`src/wbbs_pkg.sv`:
```
// Package for the white-blob steering block: widths, Q.14 constants and shared types.
// No dependencies; used by every module of the block.
package wbbs_pkg;

    localparam int COORD_BITS = 12;
    localparam int DIM_W      = 12;
    localparam int FRAC_W     = 15;
    localparam int CMP_W      = ((COORD_BITS > DIM_W) ? COORD_BITS : DIM_W) + 1;
    localparam int ONE_Q14    = 16384;

    localparam int DIV_DEN_W  = 2 * DIM_W;
    localparam int DIV_NUM_A  = 2 * COORD_BITS + 15;
    localparam int DIV_NUM_W  = (DIV_NUM_A > 30) ? DIV_NUM_A : 30;
    localparam int DIV_CNT_W  = $clog2(DIV_NUM_W + 1);

    localparam int ADDR_W     = 5;
    localparam logic [2:0] REG_WIDTH    = 3'd0;
    localparam logic [2:0] REG_HEIGHT   = 3'd1;
    localparam logic [2:0] REG_SPEED    = 3'd2;
    localparam logic [2:0] REG_STEER    = 3'd3;
    localparam logic [2:0] REG_STOP     = 3'd4;
    localparam logic [2:0] REG_DEADBAND = 3'd5;

    typedef logic [COORD_BITS-1:0] t_coord;

    typedef struct packed {
        logic [DIM_W-1:0]  frame_width;
        logic [DIM_W-1:0]  frame_height;
        logic [FRAC_W-1:0] speed_limit;
        logic [FRAC_W-1:0] steer_limit;
        logic [FRAC_W-1:0] stop_area;
        logic [FRAC_W-1:0] steer_deadband;
    } t_cfg;

    typedef struct packed {
        logic   found;
        t_coord min_col;
        t_coord max_col;
        t_coord min_row;
        t_coord max_row;
    } t_job;

    function automatic logic [DIM_W-1:0] dim_eff(input logic [DIM_W-1:0] d);
        return (d == '0) ? DIM_W'(1) : d;
    endfunction

    function automatic logic [FRAC_W-1:0] stop_eff(input logic [FRAC_W-1:0] d);
        return (d == '0) ? FRAC_W'(1) : d;
    endfunction

endpackage

```
`src/wbbs_front.sv`:
```
// Front end: pixel counters, white test and bounding box; emits one job per frame.
// Depends on wbbs_pkg.
module wbbs_front (
    input  logic          i_clk,
    input  logic          i_rst_n,
    input  wbbs_pkg::t_cfg i_cfg,
    input  logic          i_take,
    input  logic [7:0]    i_red,
    input  logic [7:0]    i_green,
    input  logic [7:0]    i_blue,
    output logic          o_push,
    output wbbs_pkg::t_job o_job
);
    import wbbs_pkg::*;

    t_coord r_col, r_row, r_minc, r_minr, r_maxc, r_maxr;
    logic   r_found;
    t_coord n_minc, n_minr, n_maxc, n_maxr;
    logic   n_found, white, row_end, frame_end;
    logic [CMP_W-1:0] col_nx, row_nx;

    always_comb begin
        white  = (i_red == 8'hFF) && (i_green == 8'hFF) && (i_blue == 8'hFF);
        n_minc = r_minc;
        n_minr = r_minr;
        n_maxc = r_maxc;
        n_maxr = r_maxr;
        n_found = r_found;
        if (white) begin
            n_found = 1'b1;
            if (r_col < r_minc) n_minc = r_col;
            if (r_row < r_minr) n_minr = r_row;
            if (r_col > r_maxc) n_maxc = r_col;
            if (r_row > r_maxr) n_maxr = r_row;
        end
        col_nx    = CMP_W'(r_col) + CMP_W'(1);
        row_nx    = CMP_W'(r_row) + CMP_W'(1);
        row_end   = col_nx >= CMP_W'(dim_eff(i_cfg.frame_width));
        frame_end = row_end && (row_nx >= CMP_W'(dim_eff(i_cfg.frame_height)));
        o_push    = i_take && frame_end;
        o_job     = '{found: n_found, min_col: n_minc, max_col: n_maxc,
                      min_row: n_minr, max_row: n_maxr};
    end

    always_ff @(posedge i_clk) begin
        if (!i_rst_n || o_push) begin
            r_col   <= '0;
            r_row   <= '0;
            r_minc  <= '1;
            r_minr  <= '1;
            r_maxc  <= '0;
            r_maxr  <= '0;
            r_found <= 1'b0;
        end else if (i_take) begin
            r_minc  <= n_minc;
            r_minr  <= n_minr;
            r_maxc  <= n_maxc;
            r_maxr  <= n_maxr;
            r_found <= n_found;
            if (row_end) begin
                r_col <= '0;
                r_row <= row_nx[COORD_BITS-1:0];
            end else begin
                r_col <= col_nx[COORD_BITS-1:0];
            end
        end
    end

endmodule

```
`src/wbbs_queue.sv`:
```
// Two-entry job queue between the pixel front end and the drive back end.
// Depends on wbbs_pkg.
module wbbs_queue (
    input  logic           i_clk,
    input  logic           i_rst_n,
    input  logic           i_push,
    input  wbbs_pkg::t_job i_job,
    input  logic           i_pop,
    output logic           o_full,
    output logic           o_empty,
    output wbbs_pkg::t_job o_job
);
    import wbbs_pkg::*;

    t_job       r_mem [2];
    logic       r_wp, r_rp;
    logic [1:0] r_cnt;

    assign o_full  = r_cnt == 2'd2;
    assign o_empty = r_cnt == 2'd0;
    assign o_job   = r_mem[r_rp];

    always_ff @(posedge i_clk) begin
        if (i_push) r_mem[r_wp] <= i_job;
    end

    always_ff @(posedge i_clk) begin
        if (!i_rst_n) begin
            r_wp  <= 1'b0;
            r_rp  <= 1'b0;
            r_cnt <= '0;
        end else begin
            if (i_push) r_wp <= ~r_wp;
            if (i_pop)  r_rp <= ~r_rp;
            r_cnt <= r_cnt + 2'(i_push) - 2'(i_pop);
        end
    end

endmodule

```
`src/wbbs_div.sv`:
```
// Restoring divider, one quotient bit per cycle, shared by the back end.
// Depends on wbbs_pkg.
module wbbs_div (
    input  logic                          i_clk,
    input  logic                          i_rst_n,
    input  logic                          i_start,
    input  logic [wbbs_pkg::DIV_NUM_W-1:0] i_num,
    input  logic [wbbs_pkg::DIV_DEN_W-1:0] i_den,
    output logic                          o_done,
    output logic [wbbs_pkg::DIV_NUM_W-1:0] o_quo
);
    import wbbs_pkg::*;

    logic [DIV_NUM_W-1:0] r_quo;
    logic [DIV_DEN_W-1:0] r_den;
    logic [DIV_DEN_W:0]   r_rem;
    logic [DIV_CNT_W-1:0] r_cnt;
    logic                 r_busy, r_done;
    logic [DIV_DEN_W:0]   trial;
    logic                 fits;

    always_comb begin
        trial = {r_rem[DIV_DEN_W-1:0], r_quo[DIV_NUM_W-1]};
        fits  = trial >= {1'b0, r_den};
    end

    assign o_done = r_done;
    assign o_quo  = r_quo;

    always_ff @(posedge i_clk) begin
        if (i_start) begin
            r_quo <= i_num;
            r_den <= i_den;
            r_rem <= '0;
        end else if (r_busy) begin
            r_rem <= fits ? (trial - {1'b0, r_den}) : trial;
            r_quo <= {r_quo[DIV_NUM_W-2:0], fits};
        end
    end

    always_ff @(posedge i_clk) begin
        if (!i_rst_n) begin
            r_busy <= 1'b0;
            r_done <= 1'b0;
            r_cnt  <= '0;
        end else begin
            r_done <= 1'b0;
            if (i_start) begin
                r_busy <= 1'b1;
                r_cnt  <= DIV_CNT_W'(DIV_NUM_W - 1);
            end else if (r_busy) begin
                r_cnt <= r_cnt - DIV_CNT_W'(1);
                if (r_cnt == '0) begin
                    r_busy <= 1'b0;
                    r_done <= 1'b1;
                end
            end
        end
    end

endmodule

```
`src/wbbs_back.sv`:
```
// Back end: per-frame steer and speed sequencer with output register.
// Depends on wbbs_pkg and wbbs_div.
module wbbs_back (
    input  logic                 i_clk,
    input  logic                 i_rst_n,
    input  wbbs_pkg::t_cfg       i_cfg,
    input  logic                 i_have,
    input  wbbs_pkg::t_job       i_job,
    output logic                 o_pop,
    output logic                 o_valid,
    input  logic                 i_stall,
    output logic [14:0]          o_speed,
    output logic signed [15:0]   o_steer,
    output logic                 o_ball_seen
);
    import wbbs_pkg::*;

    localparam logic [3:0] ST_IDLE  = 4'd0;
    localparam logic [3:0] ST_QGO   = 4'd1;
    localparam logic [3:0] ST_QWAIT = 4'd2;
    localparam logic [3:0] ST_MUL1  = 4'd3;
    localparam logic [3:0] ST_AGO   = 4'd4;
    localparam logic [3:0] ST_AWAIT = 4'd5;
    localparam logic [3:0] ST_DGO   = 4'd6;
    localparam logic [3:0] ST_DWAIT = 4'd7;
    localparam logic [3:0] ST_MUL2  = 4'd8;
    localparam logic [3:0] ST_MUL3  = 4'd9;
    localparam logic [3:0] ST_OUT   = 4'd10;

    logic [3:0]           r_st;
    t_job                 r_job;
    logic [FRAC_W-1:0]    r_mag, r_a, r_dist, r_speed;
    logic                 r_neg, r_seen;
    logic signed [15:0]   r_steer;
    logic [29:0]          r_psteer, r_p1;
    logic [DIV_DEN_W-1:0] r_parea, r_wh;
    logic                 r_ov;
    logic [14:0]          r_os;
    logic signed [15:0]   r_ot;
    logic                 r_ob;

    logic                 div_start, div_done;
    logic [DIV_NUM_W-1:0] div_num, div_quo;
    logic [DIV_DEN_W-1:0] div_den;
    logic [DIM_W-1:0]     w_e;
    logic [FRAC_W-1:0]    s_e;
    logic [COORD_BITS:0]  sum;
    logic [15:0]          q_sat;
    logic signed [16:0]   s_val;
    logic [16:0]          s_abs;
    logic [16:0]          v_st;
    logic [44:0]          p_sp;
    logic [17:0]          v_sp;
    t_coord               dc, dr;
    logic                 out_free;

    wbbs_div u_div (
        .i_clk   (i_clk),
        .i_rst_n (i_rst_n),
        .i_start (div_start),
        .i_num   (div_num),
        .i_den   (div_den),
        .o_done  (div_done),
        .o_quo   (div_quo)
    );

    always_comb begin
        w_e   = dim_eff(i_cfg.frame_width);
        s_e   = stop_eff(i_cfg.stop_area);
        sum   = (COORD_BITS+1)'(r_job.min_col) + (COORD_BITS+1)'(r_job.max_col);
        dc    = (r_job.max_col >= r_job.min_col) ? r_job.max_col - r_job.min_col : '0;
        dr    = (r_job.max_row >= r_job.min_row) ? r_job.max_row - r_job.min_row : '0;
        q_sat = (div_quo > DIV_NUM_W'(2 * ONE_Q14)) ? 16'(2 * ONE_Q14) : div_quo[15:0];
        s_val = 17'sd16384 - $signed({1'b0, q_sat});
        s_abs = s_val[16] ? 17'(-s_val) : 17'(s_val);
        v_st  = 17'((31'(r_psteer) + 31'd8192) >> 14);
        p_sp  = 45'(r_p1) * 45'(15'(ONE_Q14) - r_mag);
        v_sp  = 18'((46'(p_sp) + 46'(1) * (46'd1 << 27)) >> 28);
        out_free = !r_ov || !i_stall;

        div_start = 1'b0;
        div_num   = '0;
        div_den   = '0;
        unique case (r_st)
            ST_QGO: begin
                div_start = 1'b1;
                div_num   = (DIV_NUM_W'(sum) << 14) + DIV_NUM_W'(w_e >> 1);
                div_den   = DIV_DEN_W'(w_e);
            end
            ST_AGO: begin
                div_start = 1'b1;
                div_num   = (DIV_NUM_W'(r_parea) << 14) + DIV_NUM_W'(r_wh >> 1);
                div_den   = r_wh;
            end
            ST_DGO: begin
                div_start = 1'b1;
                div_num   = (DIV_NUM_W'(r_a) << 14) + DIV_NUM_W'(s_e >> 1);
                div_den   = DIV_DEN_W'(s_e);
            end
            default: ;
        endcase
        o_pop = (r_st == ST_IDLE) && i_have;
    end

    always_ff @(posedge i_clk) begin
        case (r_st)
            ST_IDLE: begin
                r_job   <= i_job;
                r_speed <= '0;
                r_steer <= '0;
                r_seen  <= i_job.found;
            end
            ST_QWAIT: begin
                if (s_abs < 17'(i_cfg.steer_deadband)) begin
                    r_mag <= '0;
                    r_neg <= 1'b0;
                end else begin
                    r_mag <= s_abs[FRAC_W-1:0];
                    r_neg <= s_val[16];
                end
            end
            ST_MUL1: begin
                r_psteer <= 30'(i_cfg.steer_limit) * 30'(r_mag);
                r_parea  <= DIV_DEN_W'(dc) * DIV_DEN_W'(dr);
                r_wh     <= DIV_DEN_W'(w_e) * DIV_DEN_W'(dim_eff(i_cfg.frame_height));
            end
            ST_AGO: begin
                if (v_st > 17'(ONE_Q14))
                    r_steer <= r_neg ? -16'sd16384 : 16'sd16384;
                else
                    r_steer <= r_neg ? -$signed(16'(v_st)) : $signed(16'(v_st));
            end
            ST_AWAIT: begin
                r_a <= (div_quo > DIV_NUM_W'(s_e)) ? s_e : div_quo[FRAC_W-1:0];
            end
            ST_DWAIT: r_dist <= 15'(ONE_Q14) - div_quo[FRAC_W-1:0];
            ST_MUL2:  r_p1 <= 30'(i_cfg.speed_limit) * 30'(r_dist);
            ST_MUL3:  r_speed <= (v_sp > 18'(ONE_Q14)) ? 15'(ONE_Q14) : v_sp[14:0];
            default: ;
        endcase
        if (r_st == ST_OUT && out_free) begin
            r_os <= r_speed;
            r_ot <= r_steer;
            r_ob <= r_seen;
        end
    end

    always_ff @(posedge i_clk) begin
        if (!i_rst_n) begin
            r_st <= ST_IDLE;
            r_ov <= 1'b0;
        end else begin
            r_ov <= (r_ov && i_stall) || (r_st == ST_OUT && out_free);
            unique case (r_st)
                ST_IDLE:  if (i_have) r_st <= i_job.found ? ST_QGO : ST_OUT;
                ST_QGO:   r_st <= ST_QWAIT;
                ST_QWAIT: if (div_done) r_st <= ST_MUL1;
                ST_MUL1:  r_st <= ST_AGO;
                ST_AGO:   r_st <= ST_AWAIT;
                ST_AWAIT: if (div_done) r_st <= ST_DGO;
                ST_DGO:   r_st <= ST_DWAIT;
                ST_DWAIT: if (div_done) r_st <= ST_MUL2;
                ST_MUL2:  r_st <= ST_MUL3;
                ST_MUL3:  r_st <= ST_OUT;
                ST_OUT:   if (out_free) r_st <= ST_IDLE;
                default:  r_st <= ST_IDLE;
            endcase
        end
    end

    assign o_valid     = r_ov;
    assign o_speed     = r_os;
    assign o_steer     = r_ot;
    assign o_ball_seen = r_ob;

endmodule

```
`src/white_blob_box_steering.sv`:
```
// Top level of the white-blob steering block: APB registers, front end, queue, back end.
// Depends on wbbs_pkg, wbbs_front, wbbs_queue and wbbs_back.
//
// Takes one RGB pixel word per clock in raster order and tracks the bounding box of
// pure white pixels; at the last pixel of each frame one job is queued for the back
// end, which turns it into one result word (speed, steer, ball_seen). Pixels are
// accepted every cycle while the two-entry job queue has room. For a frame with a
// white pixel the back end makes three passes of the bit-serial divider, one quotient
// bit per cycle, plus its multiply and output states; a stalled result word holds it,
// so the pixel input stalls only when the job queue fills. Registers are to be written
// through the APB port only while idle, which the user must ensure; the block does not check it.
module white_blob_box_steering (
    input  logic                 i_clk,
    input  logic                 i_rst_n,
    input  logic                 i_valid,
    output logic                 o_stall,
    input  logic [7:0]           i_red,
    input  logic [7:0]           i_green,
    input  logic [7:0]           i_blue,
    output logic                 o_valid,
    input  logic                 i_stall,
    output logic [14:0]          o_speed,
    output logic signed [15:0]   o_steer,
    output logic                 o_ball_seen,
    input  logic                 psel,
    input  logic                 penable,
    input  logic                 pwrite,
    input  logic [wbbs_pkg::ADDR_W-1:0] paddr,
    input  logic [31:0]          pwdata,
    output logic [31:0]          prdata,
    output logic                 pready
);
    import wbbs_pkg::*;

    t_cfg       r_cfg;
    logic       wr, take, push, pop, full, empty;
    logic [2:0] idx;
    t_job       job_in, job_out;

    assign pready  = 1'b1;
    assign idx     = paddr[4:2];
    assign wr      = psel && penable && pwrite;
    assign o_stall = full;
    assign take    = i_valid && !full;

    always_ff @(posedge i_clk) begin
        if (!i_rst_n) begin
            r_cfg <= '{frame_width: 12'd640, frame_height: 12'd480, speed_limit: 15'd8192,
                       steer_limit: 15'd8192, stop_area: 15'd1638, steer_deadband: 15'd164};
        end else if (wr) begin
            unique case (idx)
                REG_WIDTH:    r_cfg.frame_width    <= pwdata[DIM_W-1:0];
                REG_HEIGHT:   r_cfg.frame_height   <= pwdata[DIM_W-1:0];
                REG_SPEED:    r_cfg.speed_limit    <= pwdata[FRAC_W-1:0];
                REG_STEER:    r_cfg.steer_limit    <= pwdata[FRAC_W-1:0];
                REG_STOP:     r_cfg.stop_area      <= pwdata[FRAC_W-1:0];
                REG_DEADBAND: r_cfg.steer_deadband <= pwdata[FRAC_W-1:0];
                default: ;
            endcase
        end
    end

    always_comb begin
        unique case (idx)
            REG_WIDTH:    prdata = 32'(r_cfg.frame_width);
            REG_HEIGHT:   prdata = 32'(r_cfg.frame_height);
            REG_SPEED:    prdata = 32'(r_cfg.speed_limit);
            REG_STEER:    prdata = 32'(r_cfg.steer_limit);
            REG_STOP:     prdata = 32'(r_cfg.stop_area);
            REG_DEADBAND: prdata = 32'(r_cfg.steer_deadband);
            default:      prdata = '0;
        endcase
    end

    wbbs_front u_front (
        .i_clk   (i_clk),
        .i_rst_n (i_rst_n),
        .i_cfg   (r_cfg),
        .i_take  (take),
        .i_red   (i_red),
        .i_green (i_green),
        .i_blue  (i_blue),
        .o_push  (push),
        .o_job   (job_in)
    );

    wbbs_queue u_queue (
        .i_clk   (i_clk),
        .i_rst_n (i_rst_n),
        .i_push  (push),
        .i_job   (job_in),
        .i_pop   (pop),
        .o_full  (full),
        .o_empty (empty),
        .o_job   (job_out)
    );

    wbbs_back u_back (
        .i_clk       (i_clk),
        .i_rst_n     (i_rst_n),
        .i_cfg       (r_cfg),
        .i_have      (!empty),
        .i_job       (job_out),
        .o_pop       (pop),
        .o_valid     (o_valid),
        .i_stall     (i_stall),
        .o_speed     (o_speed),
        .o_steer     (o_steer),
        .o_ball_seen (o_ball_seen)
    );

endmodule

```
`config.mk`:
```
export PLATFORM = sky130hd
export DESIGN_NAME = white_blob_box_steering
export DESIGN_NICKNAME = d
export VERILOG_FILES = /design/src/wbbs_pkg.sv /design/src/wbbs_front.sv /design/src/wbbs_queue.sv /design/src/wbbs_div.sv /design/src/wbbs_back.sv /design/src/white_blob_box_steering.sv
export SDC_FILE = /design/constraint.sdc
export NUM_CORES = 2
export LEC_CHECK = 0
export ABC_AREA = 1
export BUFFER_PORTS_ARGS = -buffer_cell sky130_fd_sc_hd__buf_2
export CAP_MARGIN = 20
export CORE_ASPECT_RATIO = 0.6
export CORE_MARGIN = 3
export CORE_UTILIZATION = 45
export CTS_BUF_LIST = sky130_fd_sc_hd__clkbuf_4 sky130_fd_sc_hd__clkbuf_8
export DETAILED_ROUTE_END_ITERATION = 10
export GPL_TIMING_DRIVEN = 0
export SETUP_SLACK_MARGIN = 0.5
export SLEW_MARGIN = 20
export SYNTH_ARGS = -nofsm -noshare
export SYNTH_HDL_FRONTEND = slang
export SYNTH_SLANG_ARGS = --single-unit
```
`constraint.sdc`:
```
create_clock -name i_clk -period 14.9 [get_ports i_clk]
set_input_delay 1.49 -clock i_clk [delete_from_list [all_inputs] [get_ports i_clk]]
set_output_delay 1.49 -clock i_clk [all_outputs]
set_load 0.005 [all_outputs]
```
# After elaboration in Yosys (flattened, before gate mapping)
# Memories as Yosys holds them, arrays and structs flattened. A register that Yosys moved wholly into a read port is not among the register bits.
# Cells that the tools add are included.
# word_totals
regBits	527
mem_bits_rw	98
out_inout_bits	67
elab_cells	197
mem_count	1
# memory_table
name	depth	word_bits	read_ports	rd_clocked_by_memory_dff	wr	line_no	source
u_queue.r_mem	2	49	1	1	1	wbbs_queue.sv:15	t_job r_mem [2];
# classes
n_addsub	19
n_mul	5
magnitude_cmp	14
eq_ne	24
muxes	48
bitwise	4
reduce_logical	39
# ops
op	n
two-way mux 12 bit	13
case mux 39 bit (3 select lines)	1
case mux 15 bit (6 select lines)	1
two-way mux 39 bit	2
case mux 24 bit (3 select lines)	1
two-way mux 16 bit	4
multiplier 15 x 15 -> 30 bit	2
multiplier 12 x 12 -> 24 bit	2
adder 45 x 28 -> 46 bit, second input constant	1
multiplier 30 x 45 -> 45 bit	1
two-way mux 15 bit	3
case mux 4 bit (11 select lines)	1
adder 38 x 23 -> 39 bit	1
> comparator 39 x 15 -> 1 bit	1
> comparator 39 x 16 -> 1 bit, second input constant	1
case mux 16 bit (2 select lines)	1
adder 30 x 14 -> 31 bit, second input constant	1
adder 29 x 14 -> 30 bit	1
case mux 15 bit (2 select lines)	1
adder 27 x 11 -> 28 bit	1
adder 12 x 1 -> 13 bit, second input constant	2
greater-or-equal comparator 13 x 12 -> 1 bit	2
greater-or-equal comparator 25 x 24 -> 1 bit	1
== test 8 bit, second input constant	3
other kinds (47)	105

# Depth between registers and ports, before layout
# depth
ltp_word	7
depth_mapped	54
ltp_nobuf	50

# Cells and area by module
# A second synthesis with hierarchy kept.
# unflattened
hier_cells	9443
hier_area_um2	74445.1
# modules_own_cells
module	n_inst	cells_each	area_each_um2
wbbs_back	1	6715	54116.9
wbbs_front	1	1074	6503.7
wbbs_div	1	804	5805.6
white_blob_box_steering	1	665	4212.8
wbbs_queue	1	185	3806.2

# Worst setup path after synthesis
# OpenSTA, ideal clock, no wires.
# synth_path
path_type	register to register
start	register u_back.r_mag[1]
end	register u_back.r_speed[5], data pin
setup_time_ns	0.252
arrival_ns	9.038
setup_slack_ns	5.610
stages_incl_launch_ff	52
period_less_slack_ns	9.290
cell_sequence	edfxtp_1 clkbuf_1 clkbuf_1 inv_1 ha_1 nand2_1 nor2_1 inv_1 nor3_1 or2_2 nand2_1 clkbuf_1 buf_1 nor2_1 fa_1 fa_1 inv_1 fa_1 (+16 left out) nand2_1 nand2_1 inv_1 ha_1 nand3_1 nor2_4 nand3_1 inv_1 nand2_1 nand2_1 nand2_1 nand3_1 nor2_1 nand3_1 nand2_1 nand3_2 buf_6 nor2_2
# synth_between
elab_chain_cells	6
# synth_lines
element	line_no	source
start, declared	wbbs_back.sv:32	logic [FRAC_W-1:0] r_mag, r_a, r_dist, r_speed;
start signal, assigned	wbbs_back.sv:118	r_mag <= s_abs[FRAC_W-1:0];
subtractor 15 x 15 -> 16 bit (*)	wbbs_back.sv:77	p_sp = 45'(r_p1) * 45'(15'(ONE_Q14) - r_mag);
multiplier 30 x 45 -> 45 bit (*)	wbbs_back.sv:77	
adder 45 x 28 -> 46 bit (*)	wbbs_back.sv:78	v_sp = 18'((46'(p_sp) + 46'(1) * (46'd1 << 27)) >> 28);
> comparator 18 x 15 -> 1 bit	wbbs_back.sv:138	ST_MUL3: r_speed <= (v_sp > 18'(ONE_Q14)) ? 15'(ONE_Q14) : v_sp[14:0];
two-way mux 15 bit (*)	wbbs_back.sv:138	
case mux 15 bit (2 select lines) (*)	wbbs_back.sv:106	case (r_st)
end signal, assigned	wbbs_back.sv:138	
end, declared	wbbs_back.sv:32	
# Mark *: on every way between the ends. The rest lies on a longest branch, timed or not.
# A chain may end at the register's enable or synchronous reset.

# Worst setup path in the final report
# layout_path
start	register u_back.r_mag[0]
end	register u_back.r_speed[7], data pin
# Same word-level chain as after synthesis.

==> results.py <==
metrics = {
    "floorplanning": {
        "core_area_um2": 164300,
        "die_h_um": 321.4,
        "ios": 135,
        "die_area_um2": 170900,
        "die_w_um": 531.7,
        "rows": 115,
        "floorplan.initialDensity_pct": 45.41,
    },
    "logic_synthesis": {
        "synth-adder-area-share_pct": 39.67,
        "syn_area_um2": 74610,
        "synthXorXnorAreaFrac_pct": 2.209,
        "ys_async_sr_fraction_pct": 0,
        "synth_top_area_share_pct": 29.33,
        "ys.flop_type": "edfxtp_1",
        "synth.most_common_cell": "inv_1",
        "yosys.area.top_type": "fa_1",
        "synth_edf_count": 414,
        "seq_area_frac_synth_pct": 22.00,
        "synth_compound_area_share_pct": 7.217,
        "ys_types": 71,
        "yosysWarningCount": 0,
        "syn_avg_cell_area_um2": 8.453,
        "yosys.area_share.simple_pct": 16.21,
        "synthCells": 8827,
        "synth.mux.area_fraction_pct": 0.7395,
        "synth_common_cells": "1990 x inv_1, 1832 x nand2_1, 1093 x fa_1",
        "ys_seq_elements": 613,
        "synthTopCellsByArea": "fa_1 29%, edfxtp_1 17%, ha_1 10%, inv_1 10%, nand2_1 9.2%",
        "synth_top_family_by_area": "adder cells",
    },
    "setup_path": {
        "timing.rr.end": "u_back.r_speed[7]$_SDFFCE_PN0P_",
        "reg2reg_depth": 44,
        "critPathLaunch": "u_back.r_mag[0]$_SDFFCE_PN0P_",
        "crit_required_ns": 15.62,
        "crit_path_top_delay_cell": "clkbuf_1",
        "r2r_slack_ns": 1.70,
        "critPathMaxStageDelay_ns": 0.88,
        "critPathLaunchType": "flip-flop",
        "path_max_fanout": 10,
        "end_kind": "flip-flop",
        "cp.arrival_ns": 13.92,
        "rr_startpoint": "u_back.r_mag[0]$_SDFFCE_PN0P_",
        "critPathKind": "reg -> reg",
        "cpMostUsedCell": "fa_1",
    },
    "hold_path": {
        "holdCritStartpoint": "u_back.r_steer[11]$_SDFFCE_PN0P_",
        "hold_class": "reg -> reg",
        "worstHoldEndpoint": "u_back.o_steer[11]$_DFFE_PP_",
        "holdPathStages": 0,
    },
    "clocking": {
        "clk_pin_slew_worst_paths_ns": 0.07,
        "cts_hold_buffers": 0,
        "cts_resized": 0,
        "cts_tree": "built",
        "root_buffer": "clkbuf_8",
        "clk_latency_ns": 0.87,
        "cts_buffers": 99,
        "clock_path_buffers": 3,
        "cts_setup_buffers": 0,
        "h-tree-depth": 3,
        "cts_sinks": 613,
    },
    "timing": {
        "relSlewSlack_pct": 21.05,
        "setup_violations": 0,
        "fin_crit_ns": 13.20,
        "fin_setup_tns_ns": 0,
        "clock_skew_ns": 0.1115,
        "finalMaxSlewViolations": 0,
        "period_share_pct": 88.60,
        "worstMarginPinSlew_ns": 1.184,
        "finalHoldViolCount": 0,
        "fmax_mhz": 75.75,
        "rsz0062_at_grt": "no",
    },
    "detailed_routing": {
        "vias": 61010,
        "wire_per_inst_um": 22.24,
        "drt-pass1-iter-count": 7,
        "drtIter0Drc": 6943,
        "drc": 0,
        "ant_nets": 0,
        "avgViaCountPerCell": 5.366,
        "wl_mm": 252.8,
    },
    "placed_design": {
        "io_buffer_count": 96,
        "place_congestion": 1.033,
        "dp_hpwl_mm": 213.5,
        "placedCellCount": 11180,
    },
    "finish": {
        "post-route-util_pct": 49.10,
        "syn_to_final_growth_pct": 8.136,
        "final_nets": 10840,
        "seq_area_um2": 16420,
        "drive_gt1_share_pct": 5.435,
        "n_fill_cell": 15940,
        "multi_input_area_um2": 49430,
        "fin_cells": 11370,
    },
    "run": {
        "drv_cap": 0,
    },
    "global_routing": {
        "grt_max_degree": 33,
        "grt_overflow": 0,
        "antenna_found_initial": 15,
        "grt_usage_pct": 29.88,
        "grt_pass1_wl_mm": 383.4,
        "grt_pass1_vias": 60110,
    },
    "outcome": {
        "status": "completed",
    },
}
## cells by family after synthesis
family | Yosys count
and+or+nand+nor | 2986
adders and majority gates | 1710
muxes | 49
other | 2
buffers and inverters | 2340
AOI/OAI and AO/OA | 941
xor gates and xnor gates | 186
DFF | 613
## how the worst max path moves through the flow
stage / end / slack (ns) / cells past startpoint
2_1_floorplan: u_back.r_speed[5]$_SDFFCE_PN0P_ / 5.61 / 51
6_report: u_back.r_speed[7]$_SDFFCE_PN0P_ / 1.70 / 44
3_5_place_dp: u_back.r_speed[7]$_SDFFCE_PN0P_ / 2.37 / 46
5_1_grt: u_back.r_speed[7]$_SDFFCE_PN0P_ / 1.15 / 46
4_1_cts: u_back.r_speed[7]$_SDFFCE_PN0P_ / 2.37 / 46
3_3_place_gp: u_back.r_speed[6]$_SDFFCE_PN0P_ / 2.38 / 44
## flip-flops by register name, indices dropped and copies added (netlist names), 30 cells and up, named ones only
| name | count |
|---|---|
| u_back.u_div.o_quo | 39 |
| u_back.r_p1 | 30 |
| u_queue.r_mem | 98 |
| r_cfg | 84 |
| u_back.r_job | 48 |
## layer usage
layer	track usage [%]	routed length [um]	up-vias
li1	-	-	27560
met2	33.99	83130	3102
met3	13.95	40660	218
met1	49.46	125500	30120
met5	0.05482	69	-
met4	4.054	3481	10
## stage by stage
| stage | hold WS (ns) | worst slack (ns) | cell area, um2 |
|---|---|---|---|
| after floorplan | 0.4003 | 5.610 | 74670 |
| after global placement | 0.4029 | 2.385 | 77930 |
| after detailed placement | 0.4045 | 2.374 | 78360 |
| after CTS | 0.4160 | 2.369 | 80670 |
| after global routing | 0.4167 | 1.150 | 80680 |
| final | 0.4130 | 1.699 | 80680 |
## final cells by class
type / instances / share of cell area [%]
Multi-Input combinational cell: 5890 / 61.26
Sequential cell: 613 / 20.35
Inverter: 2017 / 9.384
Tap cell: 2223 / 3.447
Clock buffer: 129 / 2.022
Buffer: 323 / 1.667
Timing Repair Buffer: 116 / 1.023
Clock inverter: 56 / 0.8374
Antenna cell: 3 / 0.009304
## cells in the final DEF (no fill, tap or decap), types with 18 or more instances in the layout
cell type and instances:
ha_1 617, clkbuf_1 260, nor2_1 705, nor3_1 61, o21bai_1 30, o21ai_0 272
or2_2 18, mux2_2 49, clkbuf_4 23, buf_1 22, dfxtp_1 199, clkinv_2 20
nor4_1 26, nand2_1 1832, a22oi_1 25, xor2_1 121, a21oi_1 407, xnor2_1 64
buf_4 21, clkbuf_8 106, nand3_1 175, edfxtp_1 414, nor2_2 37, clkinv_1 30
nand4_1 74, buf_2 107, o211ai_1 54, conb_1 18, inv_1 1989, o221ai_1 18
fa_1 1092
## worst max-delay path, delay by kind of cell (launching register included)
kind,cells,cell delay [ns]
AOI/OAI and AO/OA,5,0.96
adders and majority gates,10,5.00
buffers and inverters,12,3.53
DFF,1,0.33
and+or+nand+nor,17,3.25
Power is not shown: default switching activity piles up to over one toggle a cycle in this logic, so the estimate is an artifact.
